<file path="config.mk">
export PLATFORM = sky130hd
export DESIGN_NAME = mwsa_div
export DESIGN_NICKNAME = d
export VERILOG_FILES = /design/src/mwsa_pkg.sv /design/src/mwsa_div.sv
export VERILOG_INCLUDE_DIRS = /design/src /design/src/src
export SDC_FILE = /design/constraint.sdc
export NUM_CORES = 1
export LEC_CHECK = 0
export ABC_AREA = 1
export BUFFER_PORTS_ARGS = -buffer_cell sky130_fd_sc_hd__buf_2
export CAP_MARGIN = 20
export CORE_MARGIN = 1.5
export CORE_UTILIZATION = 55
export CTS_CLUSTER_SIZE = 12
export DETAILED_ROUTE_END_ITERATION = 7
export HOLD_SLACK_MARGIN = 0.1
export MAX_ROUTING_LAYER = met4
export PLACE_DENSITY = 0.76
export SKIP_LAST_GASP = 1
export SYNTH_ARGS = -nofsm -noshare
export SYNTH_HDL_FRONTEND = slang
export SYNTH_SLANG_ARGS = --single-unit
</file>
<file path="constraint.sdc">
create_clock -name clk -period 4.3 [get_ports clk]
set_clock_uncertainty 0.15 [all_clocks]
set_input_delay 0.86 -clock clk [delete_from_list [all_inputs] [get_ports clk]]
set_output_delay 0.86 -clock clk [all_outputs]
set_load 0.05 [all_outputs]
</file>
<file path="src/max_window_sum_average_macros.svh">
// assertion macros shared by the max window sum average rtl
`ifndef MAX_WINDOW_SUM_AVERAGE_MACROS_SVH
`define MAX_WINDOW_SUM_AVERAGE_MACROS_SVH

// condition holds on every clock edge out of reset
`define MWSA_ASSERT_ALWAYS(lbl, expr, msg) \
    lbl: assert property (@(posedge clk) disable iff (!rst_n) (expr)) \
        else $error(msg);

// consequent holds in the same cycle as the antecedent
`define MWSA_ASSERT_IMPLY(lbl, ante, cons, msg) \
    lbl: assert property (@(posedge clk) disable iff (!rst_n) (ante) |-> (cons)) \
        else $error(msg);

// consequent holds in the cycle after the antecedent
`define MWSA_ASSERT_NEXT(lbl, ante, cons, msg) \
    lbl: assert property (@(posedge clk) disable iff (!rst_n) (ante) |=> (cons)) \
        else $error(msg);

`endif

</file>
<file path="src/mwsa_pkg.sv">
// shared types and constants of the max window sum average block
package mwsa_pkg;

    localparam int WINDOW_MAX_DEF = 1024;
    localparam int FRAC_BITS_DEF  = 16;

    localparam int CFG_W    = 11;
    localparam int SAMPLE_W = 16;
    localparam int BSUM_W   = 26;
    localparam int AVG_W    = 32;

    typedef enum logic [1:0] {
        DIV_IDLE,
        DIV_RUN,
        DIV_DONE
    } div_state_t;

    typedef struct packed {
        logic shift;
        logic tail;
    } cell_ctrl_t;

    typedef struct packed {
        logic signed [BSUM_W-1:0] best_sum;
        logic signed [AVG_W-1:0]  best_average;
        logic                     valid_res;
    } div_res_t;

endpackage

</file>
<file path="src/mwsa_div.sv">
// serial floor divider producing the saturated best sum and q-format average
`include "max_window_sum_average_macros.svh"

module mwsa_div #(
    parameter int SUM_W     = 27,
    parameter int LEN_W     = 11,
    parameter int FRAC_BITS = mwsa_pkg::FRAC_BITS_DEF
) (
    input  logic                    clk,
    input  logic                    rst_n,
    input  logic                    start,
    input  logic signed [SUM_W-1:0] start_best,
    input  logic [LEN_W-1:0]        start_len,
    input  logic                    start_ok,
    input  logic                    take,
    output logic                    busy,
    output logic                    res_valid,
    output mwsa_pkg::div_res_t      res
);

    localparam int MAG_W = SUM_W + FRAC_BITS;
    localparam int CNT_W = $clog2(MAG_W + 1);

    localparam logic signed [63:0] BSUM_HI = (64'sd1 <<< (mwsa_pkg::BSUM_W - 1)) - 64'sd1;
    localparam logic signed [63:0] BSUM_LO = -(64'sd1 <<< (mwsa_pkg::BSUM_W - 1));
    localparam logic [63:0]        AVG_POS = (64'd1 << (mwsa_pkg::AVG_W - 1)) - 64'd1;
    localparam logic [63:0]        AVG_NEG = 64'd1 << (mwsa_pkg::AVG_W - 1);

    mwsa_pkg::div_state_t state_reg, state_next;

    logic [CNT_W-1:0]                 cnt_reg, cnt_next;
    logic [MAG_W-1:0]                 work_reg, work_next;
    logic [LEN_W-1:0]                 rem_reg, rem_next;
    logic [LEN_W-1:0]                 den_reg, den_next;
    logic                             neg_reg, neg_next;
    logic                             ok_reg, ok_next;
    logic signed [mwsa_pkg::BSUM_W-1:0] bsum_reg, bsum_next;

    logic [SUM_W-1:0]  mag;
    logic signed [63:0] best_ext;
    logic [LEN_W:0]    rem_sh;
    logic              ge;
    logic [63:0]       q_ext;
    logic [63:0]       q_rnd;
    logic [63:0]       q_neg;

    // next state
    always_comb
    begin
        state_next = state_reg;
        unique case (state_reg)
            mwsa_pkg::DIV_IDLE:
            begin
                if (start)
                begin
                    state_next = start_ok ? mwsa_pkg::DIV_RUN : mwsa_pkg::DIV_DONE;
                end
            end
            mwsa_pkg::DIV_RUN:
            begin
                if (cnt_reg == CNT_W'(1))
                begin
                    state_next = mwsa_pkg::DIV_DONE;
                end
            end
            mwsa_pkg::DIV_DONE:
            begin
                if (take)
                begin
                    state_next = mwsa_pkg::DIV_IDLE;
                end
            end
            default:
            begin
                state_next = mwsa_pkg::DIV_IDLE;
            end
        endcase
    end

    // datapath
    always_comb
    begin
        best_ext  = {{(64-SUM_W){start_best[SUM_W-1]}}, start_best};
        mag       = start_best[SUM_W-1] ? SUM_W'(-start_best) : SUM_W'(start_best);
        rem_sh    = {rem_reg, work_reg[MAG_W-1]};
        ge        = (rem_sh >= {1'b0, den_reg});

        cnt_next  = cnt_reg;
        work_next = work_reg;
        rem_next  = rem_reg;
        den_next  = den_reg;
        neg_next  = neg_reg;
        ok_next   = ok_reg;
        bsum_next = bsum_reg;

        if (state_reg == mwsa_pkg::DIV_IDLE && start)
        begin
            cnt_next  = CNT_W'(MAG_W);
            work_next = MAG_W'(mag) << FRAC_BITS;
            rem_next  = '0;
            den_next  = start_len;
            neg_next  = start_best[SUM_W-1];
            ok_next   = start_ok;
            if (!start_ok)
            begin
                bsum_next = '0;
            end
            else if (best_ext > BSUM_HI)
            begin
                bsum_next = mwsa_pkg::BSUM_W'(BSUM_HI);
            end
            else if (best_ext < BSUM_LO)
            begin
                bsum_next = mwsa_pkg::BSUM_W'(BSUM_LO);
            end
            else
            begin
                bsum_next = best_ext[mwsa_pkg::BSUM_W-1:0];
            end
        end
        else if (state_reg == mwsa_pkg::DIV_RUN)
        begin
            cnt_next  = cnt_reg - CNT_W'(1);
            work_next = {work_reg[MAG_W-2:0], ge};
            rem_next  = ge ? LEN_W'(rem_sh - {1'b0, den_reg}) : rem_sh[LEN_W-1:0];
        end
    end

    // outputs
    always_comb
    begin
        q_ext = 64'(work_reg);
        q_rnd = q_ext + 64'(rem_reg != '0);
        q_neg = -q_rnd;

        busy      = (state_reg != mwsa_pkg::DIV_IDLE);
        res_valid = (state_reg == mwsa_pkg::DIV_DONE);

        res.best_sum     = bsum_reg;
        res.valid_res    = ok_reg;
        res.best_average = '0;
        if (ok_reg)
        begin
            if (neg_reg)
            begin
                res.best_average = (q_rnd > AVG_NEG) ? mwsa_pkg::AVG_W'(AVG_NEG)
                                                     : q_neg[mwsa_pkg::AVG_W-1:0];
            end
            else
            begin
                res.best_average = (q_ext > AVG_POS) ? mwsa_pkg::AVG_W'(AVG_POS)
                                                     : q_ext[mwsa_pkg::AVG_W-1:0];
            end
        end
    end

    always_ff @(posedge clk or negedge rst_n)
    begin
        if (!rst_n)
        begin
            state_reg <= mwsa_pkg::DIV_IDLE;
        end
        else
        begin
            state_reg <= state_next;
        end
    end

    always_ff @(posedge clk)
    begin
        cnt_reg  <= cnt_next;
        work_reg <= work_next;
        rem_reg  <= rem_next;
        den_reg  <= den_next;
        neg_reg  <= neg_next;
        ok_reg   <= ok_next;
        bsum_reg <= bsum_next;
    end

    `MWSA_ASSERT_IMPLY(a_run_cnt, state_reg == mwsa_pkg::DIV_RUN, cnt_reg != '0, "divider running with zero count")
    `MWSA_ASSERT_IMPLY(a_rem_lt_den, state_reg == mwsa_pkg::DIV_RUN, rem_reg < den_reg, "remainder not below divisor")
    `MWSA_ASSERT_IMPLY(a_den_nz, state_reg != mwsa_pkg::DIV_IDLE, den_reg != '0, "zero divisor in divider")

endmodule

</file>
Yosys cells after proc, flatten, opt, wreduce, memory -nomap -nowiden. Cells that the tools add are included. W data, S select, Z words.

Bits in registers: 101. Output and inout bits: 61. Logic and storage cells: 49.

Add/sub/neg operators: 5. Magnitude comparators: 5. Equality and inequality tests: 6. Muxes and demuxes: 15. Bitwise logic cells: 1. Reductions and logical operators: 7.

Operators with widths (number): $mux W32 (4); $mux W43 (2); $add A43 B1 Y44 (1); $gt A44 B32 Y1 const B (1); $gt A43 B31 Y1 const B (1); $neg A32 Y32 (1); $gt A27 B26 Y1 const B (1); $lt A27 B26 Y1 const B (1); $mux W27 (1); $neg A27 Y27 (1); $mux W26 (1); $mux W25 (1); $ge A12 B11 Y1 (1); $mux W11 (1); $reduce_bool A11 Y1 (1); $sub A11 B11 Y11 (1); $mux W2 (4); $eq A6 B1 Y1 const B (1); $ne A2 B2 Y1 const B (3); $pmux W2 S3 (1); $sub A6 B1 Y6 const B (1); $reduce_bool A2 Y1 (2); $reduce_and A3 Y1 (1); $eq A2 B1 Y1 const B (1); 5 further kinds (5).

Depth between registers and ports, before layout.
Depth after elaboration: 6. Depth in mapped cells: 22. Gate-level depth less buffers: 20.

Worst setup path before layout. OpenSTA, ideal clock, no wires.

Path type: register to output. Start: register rem_reg[10]. End: output res[31] (netlist name). Arrival time: 3.208 ns. Required time: 3.290 ns. Path slack: 0.082 ns. Stages on the path, launching flop included: 17. Cell sequence: dfxtp_1 nor4_1 nand3_1 ha_1 buf_2 xnor2_1 ha_1 nand2_1 nor2_1 nand3_2 nor2_4 nand2_2 nor2_2 nand4_1 nand2_1 nand2_1 a21oi_1.

RTL lines: start, declared (line mwsa_div.sv:33) `logic [LEN_W-1:0] rem_reg, rem_next;`; start signal, assigned (line mwsa_div.sv:173) `rem_reg <= rem_next;`; end, declared (line mwsa_div.sv:18) `output mwsa_pkg::div_res_t res`.

==> run_results.csv <==
group,metric,value,unit
status,result_of_the_run,"finished with violations",
status,violated_checks,"negative setup slack",
finish,fillers,1188,
flow_run,number_of_maximum_capacitance_violations,0,
finish,core_utilization_of_the_finished_layout,0.7198,
sta,finalMaxSlewViolations,0,
clocking,clock_tree.buffer_depth,2,
power_and_ir_drop,max-vdd-ir-drop,0.5370,mV
power_and_ir_drop,p_leak,4.624,nW
routing,drt-wirelength-per-cell,17.57,um
die,dieHeight,124.5,um
routing,drt_iter0_markers,772,
sta,worstMarginPinSlew,1.031,ns
finish,layout.area.seq,2725,um^2
grt,antenna_found_initial,0,
synthesis,post_synth_inst_count,1243,
finish,area_delta_synth_final,28.28,%
synthesis,synth.lib_cells_used.distinct,49,
worst_setup_path,rrSetupSlack,1.38,ns
worst_setup_path,reg2reg_from,"work_reg[42]$_DFFE_PP_",
synthesis,syn-num-nets,1305,
die,die-width,124.5,um
clocking,cts_num_sinks,101,
sta,setup-violations-final,32,
placed_design,place_inst,1522,
sta,rsz0062_at_grt,"yes",
clocking,clockRootBuffer,"clkbuf_16",
synthesis,mean_area_per_synthesized_cell,6.536,um^2
synthesis,synthesis.yosys.warnings,0,
worst_setup_path,cp_cell_sequence,"nor4_4, nand3_2, buf_6, ha_4, nand2_8, nor2_8, nand2_4, nor2_4, nand2_2, nand2_2, inv_2, nand2_2, nor2_2, nand4_1, nor2_2, nand2_4, nand2_8, clkbuf_16, nand2_1, a21oi_2, buf_6",
sta,max_slew_margin,0.3116,
grt,grt.overflow.total,0,
finish,largest_register_ff_count,43,
clocking,path_clk_slew,0.07,ns
worst_setup_path,worstSetupPathType,"reg2out",
synthesis,post_synth_instance_area,8124,um^2
worst_setup_path,reg2reg_to,"rem_reg[2]$_SDFFE_PP0P_",
grt,first_global_vias,8281,
power_and_ir_drop,power_density,653.8,nW/um^2
finish,final_nets,1443,
routing,antenna_violating_nets_post_route,0,
synthesis,synth_seq_area_share,0.3314,
power_and_ir_drop,report.power.total,6.813,mW
synthesis,synth_edf_count,66,
placed_design,detailedPlacementHpwl,19710,um
worst_setup_path,cpPeakStageDelay,0.36,ns
sta,hold_ws,0.1236,ns
worst_setup_path,crit_path_end_kind,"output pin",
die,design.die.area,15510,um^2
placed_design,port_buffer_cells,103,
routing,post-route-drc-count,0,
hold_path,worst_hold_path_type,"in2async",
grt,grt_max_degree,57,
worst_setup_path,crit_arrival,3.40,ns
die,core_area,14480,um^2
sta,timing.final.crit_share,1.025,
clocking,clock_latency,0.35,ns
synthesis,dominantRegCellSynth,"edfxtp_1",
routing,via_per_inst,5.815,
worst_setup_path,cp.buffers_inverters,4,
worst_setup_path,path_max_fanout,8,
finish,diodes,0,
worst_setup_path,crit_path_frequent_cell,"nand2_2",
worst_setup_path,timing.reg2reg.worst_path_depth,13,
finish,total_area_of_multi_input_combinational_cells,5280,um^2
grt,grt_util_all_layers,0.3402,
sta,hold_viol_final,0,
worst_setup_path,worst_path_max_delay_cell,"dfxtp_4",
sta,max_clock_freq,0.2270,GHz
die,initial_core_util,0.5611,
synthesis,postSynthRegisterBits,101,
clocking,tritoncts,"done",
sta,min_period,4.405,ns
finish,final-instance-count-excl-fill,1570,
die,number_of_top_level_pins,104,
die,fp-row-count,44,
placed_design,globalplace.congestion,1.009,
routing,drtPass1Iterations,5,
finish,drive_gt1_frac,0.2532,
worst_setup_path,worstPathRequired,3.29,ns
routing,wirelength,27580,um
sta,final.setup.tns,-2.025,ns
grt,grt_first_pass_wirelength,41750,um
sta,layout_setup_ws,-0.1055,ns
synthesis,async_reset_ff_frac,0.01980,
worst_setup_path,cp-start-kind,"flip-flop",
clocking,htreeDepth,3,
worst_setup_path,cp_top_family,"simple AND/OR/NAND/NOR gates",
clocking,tritoncts_buffer_count,9,
routing,vias,9129,
worst max path at each step:
stage | from | end | depth (start not counted)
2_1_floorplan | rem_reg[10]$_SDFFE_PP0P_ | res[31] | 16
3_3_place_gp | rem_reg[3]$_SDFFE_PP0P_ | res[23] | 17
3_5_place_dp | rem_reg[3]$_SDFFE_PP0P_ | res[23] | 17
4_1_cts | rem_reg[6]$_SDFFE_PP0P_ | res[13] | 21
5_1_grt | rem_reg[10]$_SDFFE_PP0P_ | res[11] | 19
6_report | rem_reg[6]$_SDFFE_PP0P_ | res[25] | 21
routing by layer:
metal	part of all wire	track usage
met1	0.43	0.4630
met5	0	-
met3	0.067	0.03823
met2	0.46	0.5239
met4	0.039	0.1291
synth_stat cells, types with 19 or more instances:
cell type / count / area [um^2]
clkbuf_1: 26 / 97.59
o21ai_0: 47 / 235.2
nand4_1: 36 / 225.2
a21oi_1: 84 / 420.4
nor3_1: 21 / 105.1
xor2_1: 19 / 166.4
inv_1: 167 / 626.9
dfxtp_1: 33 / 660.6
o22ai_1: 27 / 168.9
edfxtp_1: 66 / 1982
nor2_1: 143 / 536.8
nand2_1: 342 / 1284
nand3_1: 105 / 525.5
cells in the final DEF (no fill, tap or decap), types with 10 or more instances in the layout:
cell / instances
nand2_1: 303
inv_1: 160
nor2_1: 121
nand3_1: 91
buf_2: 71
edfxtp_1: 66
a21oi_1: 56
buf_4: 54
o21ai_0: 47
nand4_1: 36
nand2_2: 33
buf_6: 32
a21oi_2: 28
o22ai_1: 27
nor2_4: 21
dfxtp_1: 21
xor2_1: 19
nor3_1: 17
nor2_2: 17
nand2_4: 15
ha_1: 15
nand3_2: 12
clkbuf_16: 12
xnor2_1: 11
inv_2: 10
per-stage QoR:
stage	area [um^2]	setup slack (ns)
floorplan	8124	0.08233
global placement	8940	0.1132
detailed placement	8940	0.06656
CTS	9554	-0.02630
global route	10420	-0.2697
finish	10420	-0.1055
cell families (layout without fill, tap and decap cells):
group	count (synthesis)	in the layout	synth area share
AO/OA/AOI/OAI	190	190	0.1304
AND/OR/NAND/NOR	693	694	0.3721
flip-flops	101	101	0.3314
buffers and inverters	208	350	0.1004
adder cells (fa/ha/maj)	19	19	0.03019
XOR/XNOR	32	32	0.03542
power breakdown:
group	internal [mW]	leakage, nW	switching (mW)
clock network	0.460	0.153	0.387
logic	1.45	3.53	2.90
registers	1.37	0.939	0.241
total	3.28	4.62	3.53
layout make-up:
| class | instances | share of cell area |
|---|---|---|
| inverter | 172 | 0.06195 |
| clock inverter | 7 | 0.007564 |
| timing repair buffer | 162 | 0.1186 |
| tap | 184 | 0.02209 |
| multi-input combinational | 935 | 0.5067 |
| sequential | 101 | 0.2615 |
| clock buffer | 9 | 0.02161 |
what timing repair did:
action / CTS / global route
hold buffers: 0 / 0
buffers inserted: 11 / 16
gates resized for setup: 63 / 184
pin swaps: 14 / 55
cloned: 1 / 4
setup endpoints to repair: 32 / 32
Note: power is estimated with default switching activity, not from simulation.
